[config.mk]
export PLATFORM = sky130hd
export DESIGN_NAME = label_path_to_tag_entry
export DESIGN_NICKNAME = d
export VERILOG_FILES = /design/src/design/lptte_pkg.sv /design/src/design/label_path_to_tag_entry.sv
export SDC_FILE = /design/constraint.sdc
export NUM_CORES = 1
export LEC_CHECK = 0
export BUFFER_PORTS_ARGS = -buffer_cell sky130_fd_sc_hd__buf_2
export CORE_ASPECT_RATIO = 2
export CORE_MARGIN = 5
export CORE_UTILIZATION = 35
export CTS_CLUSTER_SIZE = 40
export DETAILED_ROUTE_END_ITERATION = 10
export PLACE_DENSITY = 0.54
export SLEW_MARGIN = 20
export SYNTH_ARGS = -nofsm -noshare
export SYNTH_HDL_FRONTEND = slang
export SYNTH_SLANG_ARGS = --single-unit
[constraint.sdc]
create_clock -name clk -period 8.2 [get_ports clk]
set_input_delay 0.41 -clock clk [delete_from_list [all_inputs] [get_ports clk]]
set_output_delay 0.41 -clock clk [all_outputs]
set_load 0.005 [all_outputs]
[src/design/lptte_pkg.sv]
package lptte_pkg;

    // Width of the signed value that a number field must fit in.
    localparam int VALUE_BITS = 64;
    localparam int MAG_W      = VALUE_BITS - 1;
    // The magnitude times ten plus a digit stays below 2^(VALUE_BITS+3).
    localparam int PROD_W     = VALUE_BITS + 3;
    localparam logic [MAG_W-1:0] MAG_LIMIT = '1;

    localparam int POS_W      = 4;
    localparam int PREFIX_LEN = 15;
    localparam int ITEM_LEN   = 12;

    localparam logic [7:0] CH_ZERO   = 8'h30;
    localparam logic [7:0] CH_NINE   = 8'h39;
    localparam logic [7:0] CH_COLON  = 8'h3a;
    localparam logic [7:0] CH_SQUOTE = 8'h27;
    localparam logic [7:0] CH_DQUOTE = 8'h22;
    localparam logic [7:0] CH_PLUS   = 8'h2b;
    localparam logic [7:0] CH_MINUS  = 8'h2d;
    localparam logic [7:0] CH_SPACE  = 8'h20;
    localparam logic [7:0] CH_TAB    = 8'h09;
    localparam logic [7:0] CH_CR     = 8'h0d;
    localparam logic [7:0] CH_CLOSE  = 8'h5d;

    typedef enum logic [2:0] {
        PH_PREFIX = 3'd0,
        PH_ITEM   = 3'd1,
        PH_QUOTE  = 3'd2,
        PH_NUMBER = 3'd3,
        PH_CLOSE  = 3'd4,
        PH_FAULT  = 3'd5
    } phase_t;

    typedef enum logic [2:0] {
        FK_NONE   = 3'd0,
        FK_PREFIX = 3'd1,
        FK_ITEM   = 3'd2,
        FK_QUOTE  = 3'd3,
        FK_NUMBER = 3'd4,
        FK_END    = 3'd5
    } fault_t;

    typedef struct packed {
        logic [7:0] in_char;
        logic       is_last;
    } path_item_t;

    typedef struct packed {
        logic       char_valid;
        logic [7:0] out_char;
        logic       done_res;
        logic       ok;
        fault_t     fault_kind;
    } tag_result_t;

    // Characters of "/document/label".
    function automatic logic [7:0] prefix_char(input logic [POS_W-1:0] pos);
        logic [7:0] ch;
        case (pos)
            4'd0:    ch = "/";
            4'd1:    ch = "d";
            4'd2:    ch = "o";
            4'd3:    ch = "c";
            4'd4:    ch = "u";
            4'd5:    ch = "m";
            4'd6:    ch = "e";
            4'd7:    ch = "n";
            4'd8:    ch = "t";
            4'd9:    ch = "/";
            4'd10:   ch = "l";
            4'd11:   ch = "a";
            4'd12:   ch = "b";
            4'd13:   ch = "e";
            4'd14:   ch = "l";
            default: ch = 8'h00;
        endcase
        return ch;
    endfunction

    // Characters of "/label[@tag=".
    function automatic logic [7:0] item_char(input logic [POS_W-1:0] pos);
        logic [7:0] ch;
        case (pos)
            4'd0:    ch = "/";
            4'd1:    ch = "l";
            4'd2:    ch = "a";
            4'd3:    ch = "b";
            4'd4:    ch = "e";
            4'd5:    ch = "l";
            4'd6:    ch = "[";
            4'd7:    ch = "@";
            4'd8:    ch = "t";
            4'd9:    ch = "a";
            4'd10:   ch = "g";
            4'd11:   ch = "=";
            default: ch = 8'h00;
        endcase
        return ch;
    endfunction

endpackage

[src/design/label_path_to_tag_entry.sv]
// Converts a label reference path, one character per transfer, into tag entry text.
// Every input character gives exactly one result: the character to emit, if any, plus
// done and ok on the character marked last. Throughput is one character per cycle while
// result_stall is low; each character passes through the input register and then the result
// register, with the full per-character parse step, including the 63-bit times-ten accumulate
// and its overflow compare, done between them. Results must be discarded when ok is 0.
module label_path_to_tag_entry
    import lptte_pkg::*;
(
    input  logic        clk,
    input  logic        rst_n,
    input  logic        item_valid,
    output logic        item_stall,
    input  path_item_t  item,
    output logic        result_valid,
    input  logic        result_stall,
    output tag_result_t result
);

    logic              in_vld_reg;
    path_item_t        in_reg;
    logic              out_vld_reg;
    tag_result_t       out_reg;
    logic              advance;

    phase_t            phase_reg, phase_next;
    logic [POS_W-1:0]  pos_reg, pos_next;
    logic              dquote_reg, dquote_next;
    logic              minus_reg, minus_next;
    logic              sign_reg, sign_next;
    logic              digit_reg, digit_next;
    logic [MAG_W-1:0]  mag_reg, mag_next;
    logic              ovf_reg, ovf_next;
    fault_t            fault_reg, fault_next;

    tag_result_t       res;
    logic [7:0]        c;
    logic [PROD_W-1:0] mag_ext;
    logic [PROD_W-1:0] prod;
    logic              close_match;

    // The input register moves on whenever the result register is free or draining.
    assign advance      = in_vld_reg && (!out_vld_reg || !result_stall);
    assign item_stall   = in_vld_reg && !advance;
    assign result_valid = out_vld_reg;
    assign result       = out_reg;

    assign c           = in_reg.in_char;
    assign mag_ext     = PROD_W'(mag_reg);
    assign prod        = (mag_ext << 3) + (mag_ext << 1) + PROD_W'(c[3:0]);
    assign close_match = (c == (dquote_reg ? CH_DQUOTE : CH_SQUOTE));

    always_comb
    begin
        phase_next  = phase_reg;
        pos_next    = pos_reg;
        dquote_next = dquote_reg;
        minus_next  = minus_reg;
        sign_next   = sign_reg;
        digit_next  = digit_reg;
        mag_next    = mag_reg;
        ovf_next    = ovf_reg;
        fault_next  = fault_reg;
        res         = '0;
        res.fault_kind = FK_NONE;

        case (phase_reg)
            PH_PREFIX:
            begin
                if (c == prefix_char(pos_reg))
                begin
                    if (pos_reg == POS_W'(PREFIX_LEN - 1))
                    begin
                        res.char_valid = 1'b1;
                        res.out_char   = CH_ZERO;
                        phase_next     = PH_ITEM;
                        pos_next       = '0;
                    end
                    else
                    begin
                        pos_next = pos_reg + 1'b1;
                    end
                end
                else
                begin
                    fault_next = FK_PREFIX;
                    phase_next = PH_FAULT;
                end
            end
            PH_ITEM:
            begin
                if (c == item_char(pos_reg))
                begin
                    if (pos_reg == POS_W'(ITEM_LEN - 1))
                    begin
                        phase_next = PH_QUOTE;
                        pos_next   = '0;
                    end
                    else
                    begin
                        pos_next = pos_reg + 1'b1;
                    end
                end
                else
                begin
                    fault_next = FK_ITEM;
                    phase_next = PH_FAULT;
                end
            end
            PH_QUOTE:
            begin
                if (c == CH_SQUOTE || c == CH_DQUOTE)
                begin
                    dquote_next    = (c == CH_DQUOTE);
                    minus_next     = 1'b0;
                    sign_next      = 1'b0;
                    digit_next     = 1'b0;
                    mag_next       = '0;
                    ovf_next       = 1'b0;
                    res.char_valid = 1'b1;
                    res.out_char   = CH_COLON;
                    phase_next     = PH_NUMBER;
                end
                else
                begin
                    fault_next = FK_QUOTE;
                    phase_next = PH_FAULT;
                end
            end
            PH_NUMBER:
            begin
                if (c inside {[CH_ZERO:CH_NINE]})
                begin
                    // Saturate when ten times the magnitude plus the digit passes the limit.
                    if (prod > PROD_W'(MAG_LIMIT))
                    begin
                        mag_next = MAG_LIMIT;
                        ovf_next = 1'b1;
                    end
                    else
                    begin
                        mag_next = prod[MAG_W-1:0];
                    end
                    digit_next     = 1'b1;
                    res.char_valid = 1'b1;
                    res.out_char   = c;
                end
                else if ((c == CH_PLUS || c == CH_MINUS) && !sign_reg && !digit_reg)
                begin
                    sign_next      = 1'b1;
                    minus_next     = (c == CH_MINUS);
                    res.char_valid = 1'b1;
                    res.out_char   = c;
                end
                else if ((c inside {[CH_TAB:CH_CR], CH_SPACE}) && !sign_reg && !digit_reg)
                begin
                    res.char_valid = 1'b1;
                    res.out_char   = c;
                end
                else if (close_match)
                begin
                    if (!digit_reg || ovf_reg || (minus_reg && mag_reg != '0))
                    begin
                        fault_next = FK_NUMBER;
                        phase_next = PH_FAULT;
                    end
                    else
                    begin
                        phase_next = PH_CLOSE;
                    end
                end
                else
                begin
                    fault_next = FK_NUMBER;
                    phase_next = PH_FAULT;
                end
            end
            PH_CLOSE:
            begin
                if (c == CH_CLOSE)
                begin
                    phase_next = PH_ITEM;
                    pos_next   = '0;
                end
                else
                begin
                    fault_next = FK_END;
                    phase_next = PH_FAULT;
                end
            end
            default:
            begin
                phase_next = phase_reg;
            end
        endcase

        res.fault_kind = fault_next;
        if (in_reg.is_last)
        begin
            res.done_res = 1'b1;
            if (fault_next == FK_NONE)
            begin
                // A path may only end right after the prefix or after a closing bracket.
                if (phase_next == PH_ITEM && pos_next == '0)
                    res.ok = 1'b1;
                else if (phase_next == PH_PREFIX)
                    res.fault_kind = FK_PREFIX;
                else
                    res.fault_kind = FK_END;
            end
            phase_next  = PH_PREFIX;
            pos_next    = '0;
            dquote_next = 1'b0;
            minus_next  = 1'b0;
            sign_next   = 1'b0;
            digit_next  = 1'b0;
            mag_next    = '0;
            ovf_next    = 1'b0;
            fault_next  = FK_NONE;
        end
    end

    always_ff @(posedge clk or negedge rst_n)
    begin
        if (!rst_n)
        begin
            in_vld_reg  <= 1'b0;
            out_vld_reg <= 1'b0;
            phase_reg   <= PH_PREFIX;
            pos_reg     <= '0;
            dquote_reg  <= 1'b0;
            minus_reg   <= 1'b0;
            sign_reg    <= 1'b0;
            digit_reg   <= 1'b0;
            mag_reg     <= '0;
            ovf_reg     <= 1'b0;
            fault_reg   <= FK_NONE;
        end
        else
        begin
            if (!item_stall)
                in_vld_reg <= item_valid;

            if (advance)
                out_vld_reg <= 1'b1;
            else if (!result_stall)
                out_vld_reg <= 1'b0;

            if (advance)
            begin
                phase_reg  <= phase_next;
                pos_reg    <= pos_next;
                dquote_reg <= dquote_next;
                minus_reg  <= minus_next;
                sign_reg   <= sign_next;
                digit_reg  <= digit_next;
                mag_reg    <= mag_next;
                ovf_reg    <= ovf_next;
                fault_reg  <= fault_next;
            end
        end
    end

    // Payload registers load on a transfer and need no reset.
    always_ff @(posedge clk)
    begin
        if (!item_stall && item_valid)
            in_reg <= item;
        if (advance)
            out_reg <= res;
    end

endmodule

Yosys cells after proc, flatten, opt, wreduce, memory -nomap -nowiden
Memory sizes are Yosys's and may differ from the RTL's.
Index checks and enable logic that the tools add are counted.
- bits of input ports: 13
- register bits: 103
- memories: 2
- ROM bits: 224
- reductions and logical operators: 36
- mux-type cells: 72
- equality and inequality tests: 22
- magnitude comparators: 5
- $add $sub $neg: 3
- memory list (memory ; words ; width ; rd ports ; clocked after memory_dff ; write ports ; line ; RTL):
    (no name shown) ; 16 ; 7 ; 1 ; 0 ; 0 ; lptte_pkg.sv:60 ; case (pos)
    (no name shown) ; 16 ; 7 ; 1 ; 0 ; 0 ; lptte_pkg.sv:84 ; case (pos)
- operator list (operator ; number):
    63-bit 2-to-1 mux ; 4
    63-bit one-hot mux with 2 select lines ; 1
    3-bit 2-to-1 mux ; 24
    66-bit by 64-bit adder with 67-bit output ; 1
    67-bit by 4-bit adder with 67-bit output ; 1
    67-bit by 63-bit > comparator with 1-bit output, second input constant ; 1
    63-bit nonzero test ; 1
    9-bit 2-to-1 mux ; 6
    8-bit by 6-bit equality test with 1-bit output, second input constant ; 5
    3-bit one-hot mux with 5 select lines ; 2
    4-bit 2-to-1 mux ; 7
    9-bit one-hot mux with 3 select lines ; 1
    1-bit 2-to-1 mux ; 19
    8-bit equality test ; 2
    8-bit 2-to-1 mux ; 2
    3-bit != test, second input constant ; 5
    4-bit one-hot mux with 3 select lines ; 1
    1-bit logical AND ; 11
    5-bit AND reduction ; 2
    3-bit zero test ; 3
    4-bit equality test, second input constant ; 2
    8-bit by 6-bit equality test with 1-bit output ; 1
    8-bit by 7-bit equality test with 1-bit output, second input constant ; 1
    8-bit by 4-bit greater-or-equal comparator with 1-bit output, second input constant ; 1
    18 further kinds ; 34

Longest topological paths before layout
- depth after elaboration: 14
- mapped depth: 15
- mapped depth without buffers: 14

Least setup slack after synthesis
Ideal clock, no wire load.
- path type: reg2reg
- start: register in_reg, in the netlist c[3]
- end: register mag_reg[11]
- required time: 8.074 ns
- clock period less this slack: 3.803 ns
- setup slack: 4.397 ns
- library setup time: 0.126 ns
- buffers on the path: 1
- stages on the path, launching flop included: 16
- data arrival time: 3.678 ns
- cell sequence: edfxtp_1 inv_1 fa_1 inv_1 ha_1 a211oi_2 o21ai_0 o2111a_1 or3_4 a211o_2 a31o_1 xnor2_2 nand4b_4 nor2_8 buf_8 a21oi_2
- word-level cells in the longest chain between the ends: 6
- elaborated cells on any way between the ends: 15
- those cells by class: add/sub: 1; order compare: 3; eq/ne: 4; mux: 4; reduce/logical: 3
- ends and longest elaborated chain (element ; line ; RTL):
    start, declared ; label_path_to_tag_entry.sv:21 ; path_item_t in_reg;
    start signal, assigned ; label_path_to_tag_entry.sv:268 ; in_reg <= item;
    67-bit by 4-bit adder with 67-bit output ; label_path_to_tag_entry.sv:50 ; assign prod = (mag_ext << 3) + (mag_ext << 1) + PROD_W'(c[3:0]);
    67-bit by 63-bit > comparator with 1-bit output ; label_path_to_tag_entry.sv:135 ; if (prod > PROD_W'(MAG_LIMIT))
    63-bit 2-to-1 mux ; label_path_to_tag_entry.sv:135 ;
    63-bit 2-to-1 mux ; label_path_to_tag_entry.sv:132 ; if (c inside {[CH_ZERO:CH_NINE]})
    63-bit one-hot mux with 2 select lines ; label_path_to_tag_entry.sv:67 ; case (phase_reg)
    63-bit 2-to-1 mux ; label_path_to_tag_entry.sv:198 ; if (in_reg.is_last)
    end signal, assigned ; label_path_to_tag_entry.sv:257 ; mag_reg <= mag_next;
    end, declared ; label_path_to_tag_entry.sv:32 ; logic [MAG_W-1:0] mag_reg, mag_next;
Parallel ways exist; a longest one is shown, timed or not. The select of a mux whose other input is x is not followed.
A chain may end at the register's enable or synchronous reset.

Final worst setup path
- start: register in_reg, in the netlist c[3]
- end: register mag_reg[14]
The elaborated chain is that of the path after synthesis.

==> results by group <==
CTS
  – Root buffer cell: clkbuf_16
  – Num CTS Buffers: 9
  – Postcts setup bufs: 0
  – Htree depth: 3
  – Longest Clk Path Bufs: 2
  – Skew-Pair Late Insertion Delay: ~0.38 ns
  – CTS tree: yes
  – CTS clk-pin slew, worst paths: 0.07 ns
  – Clk sinks: 103

Logic synthesis
  – Asr flop ratio synth: 0.7767
  – Post-synth EDFFs: 23
  – Synth Warn #: 0
  – Post-synth top area share: 0.2014
  – Synth Instances: 1213
  – Mapped Area: 9941 sq um
  – Syn Area/Cell: 8.195 sq um
  – Post-synthesis sequential area ratio: 0.2709
  – Unique masters post-synth: 75
  – Main area contributors after synthesis: dfrtp_1 20%, ha_1 17%, a21oi_1 7.4%, edfxtp_1 6.9%, o21ai_0 6.7%
  – Leading area contributor after synthesis: dfrtp_1
  – Synth top cells by count: 146 x a21oi_1, 136 x nand2_1, 135 x ha_1
  – FF+latch count, synth: slightly above 100
  – Most common flop cell mapped by yosys: dfrtp_1
  – Count leader, synth: a21oi_1

Setup path
  – Flop-to-flop setup slack: 3.39 ns
  – Slowest cell on crit path: nor2_8
  – Endpoint class of the critical path: flop
  – Arrival time of the worst setup path: 5.03 ns
  – Worst-path maximum fanout: 46
  – Critical Path RT: 8.42 ns
  – Buf/Inv on CP: 2
  – Crit path top cell by count: inv_1
  – Largest delay share family, worst path: compound AO/OA/AOI/OAI gates
  – Critical path startpoint category: flop
  – WS Path Type: flop to flop
  – CP Cell Sequence: inv_1, fa_1, inv_1, ha_1, a211oi_2, o21ai_0, o2111a_1, or3_4, a211o_2, a31o_1, xnor2_2, nand4b_4, nor2_8, a21oi_1
  – Max incr delay on CP: 0.72 ns

Layout
  – Area Overhead vs Synth: 7.162%
  – Layout Cells excl Fill: around 1600
  – Util after Layout: 0.3793
  – Design area: approximately 11000 sq um
  – NumNets Final: 1358
  – Inserted Diodes: 0
  – Share of cells above drive strength 1: 0.07420
  – Max reg flops: 63

Job
  – Max Cap Viol: 0

STA
  – Min cycle time layout: 4.808 ns
  – Slew at the pin closest to its max-slew limit: 0.9964 ns
  – RSZ-0062 raised after global routing: no
  – Tcrit/Tclk final: 0.5864
  – TNS Setup: 0 ns
  – Slew Limit Fails: 0
  – Achievable clock frequency: between 200 and 250 MHz
  – Slew HR: 0.3264
  – Setup Skew: 0.009720 ns
  – Hold Vio Cnt, Final: 0
  – Setup violators final: 0

Global routing
  – Pin count of the biggest net entering global routing: 57
  – First-pass GRT wire length: ~53000 um
  – Total global-route track usage: 0.2178
  – Gr ovfl total: 0
  – Initial antenna violation count: 0
  – Vias in the first global route: 9760

Power and ir drop
  – P_leak: about 4.6 nW
  – Worst IR drop on VDD: about 130 uV
  – Int Power: 1.330 mW
  – Clock share of power: 0.182
  – Pwr Density: 237.0 nW/um^2
  – Sw Share: 0.4733
  – Switch Pwr: approximately 1.2 mW
  – Sequential share of power: 0.277
  – Logic gate share of total power: 0.541

Placed design
  – Placed insts: 1552
  – Post-DP Area: 10340 sq um
  – DP HPWL: 27190 um
  – Buffers on Ports: 28
  – RePlAce Congestion: 0.9388

Run status
  – Status: finished, final reports clean

Floorplan
  – Row cnt: 87
  – Die Ht: 248.3 um
  – CORE AREA: 28080 sq um
  – Chip width: 129.2 um
  – Initial Util: 0.3540
  – Die area: 32080 sq um
  – IO Pins: 29

Drt
  – Post-DR wirelength/cell: 21.66 um
  – Vias post-DR: 9332
  – Vias/cell: 5.948
  – Initial drt markers: between 500 and 600
  – Routed Antenna Nets: 0
  – Drt first pass iters: 6
  – DR DRC count: 0
  – Routed wire length: 33980 um

Worst hold path
  – Worst min path class: primary input to flop
-- power by group through the flow --
stage          registers (mW)  logic, mW  clock network (mW)
2_1_floorplan           0.659      0.999                   0
3_3_place_gp            0.709       1.34                   0
3_5_place_dp            0.709       1.34                   0
4_1_cts                 0.699       1.36               0.469
5_1_grt                 0.708       1.51               0.489
6_report                0.699       1.37               0.459
-- repair_timing --
item / CTS / global route
hold buffers: 1 / 0
gates resized for setup: 0 / 0
endpoints found under the hold margin: 24 / 0
endpoints found under the setup margin: 0 / 0
-- area by class of cell --
cell class	instances	area (sq um)
Fill cell	2935	17430
Sequential cell	103	2693
Timing Repair Buffer	38	220.2
Tap cell	356	445.4
Inverter	35	131.4
Multi-Input combinational cell	1021	6863
Clock inverter	5	57.56
Clock buffer	11	242.7
-- worst paths after layout --
check,start,to,cells past startpoint
max,c[3]$_DFFE_PP_,mag_reg[14]$_DFFE_PN0P_,14
min,item[2],c[1]$_DFFE_PP_,1
min in group asynchronous,rst_n,result_valid$_DFFE_PN0P_,2
min reg2reg,ovf_reg$_DFFE_PN0P_,ovf_reg$_DFFE_PN0P_,2
max reg2reg,c[3]$_DFFE_PP_,mag_reg[14]$_DFFE_PN0P_,14
max in group asynchronous,rst_n,fault_reg[0]$_DFFE_PN0P_,3
-- kinds of logic (layout without fill, tap and decap cells) --
family | Yosys count | count (layout) | synth area share
compound gates | 413 | 413 | 0.2486
simple gates | 390 | 390 | 0.1938
fa+ha+maj | 137 | 137 | 0.1739
flops | 103 | 103 | 0.2709
buf+inv | 90 | 89 | 0.03990
xor+xnor | 73 | 73 | 0.06507
mux | 6 | 6 | 0.007426
other cells | 1 | 2 | 0.0003772
-- layer usage --
metal / routed length (um) / part of all wire / up-vias / global-route usage
li1: - / - / 4456 / -
met1: 10840 / 0.32 / 4474 / 0.1875
met2: 19460 / 0.57 / 266 / 0.4363
met3: 849 / 0.025 / 136 / 0.02833
met4: 2835 / 0.083 / 0 / 0.1611
met5: 0 / 0 / - / 0
-- stage by stage --
stage | hold slack, ns | setup WS [ns] | power [mW]
global route | 0.1927 | 3.158 | 2.705
floorplan | 0.1144 | 4.397 | 1.658
detailed placement | 0.3469 | 3.378 | 2.054
CTS | 0.1910 | 3.357 | 2.525
finish | 0.2020 | 3.392 | 2.525
global placement | 0.3459 | 3.497 | 2.053
-- cell usage in the layout, fill, tap and decap left out, types with 7 or more instances in the layout --
master	netlist	layout
o21a_1	9	9
buf_4	0	10
nand4_1	26	26
o21ai_0	133	133
nand2_1	136	136
xnor2_1	41	41
xor2_1	31	31
inv_1	35	35
a21o_1	15	15
and2_1	8	8
a31oi_1	7	7
o21bai_1	12	12
nand3_1	21	21
a21oi_2	14	14
nor2b_1	11	11
and3_1	7	7
o31ai_1	7	7
ha_1	135	135
o211ai_1	10	10
nor2_1	80	79
a211oi_1	12	12
or2_2	8	8
edfxtp_1	23	23
nor3_1	25	25
buf_2	8	27
nand2b_1	15	15
a21oi_1	146	146
dfrtp_1	80	80
clkbuf_16	0	9
nor4_1	28	28
No activity file was read; power rests on OpenSTA's default activity.
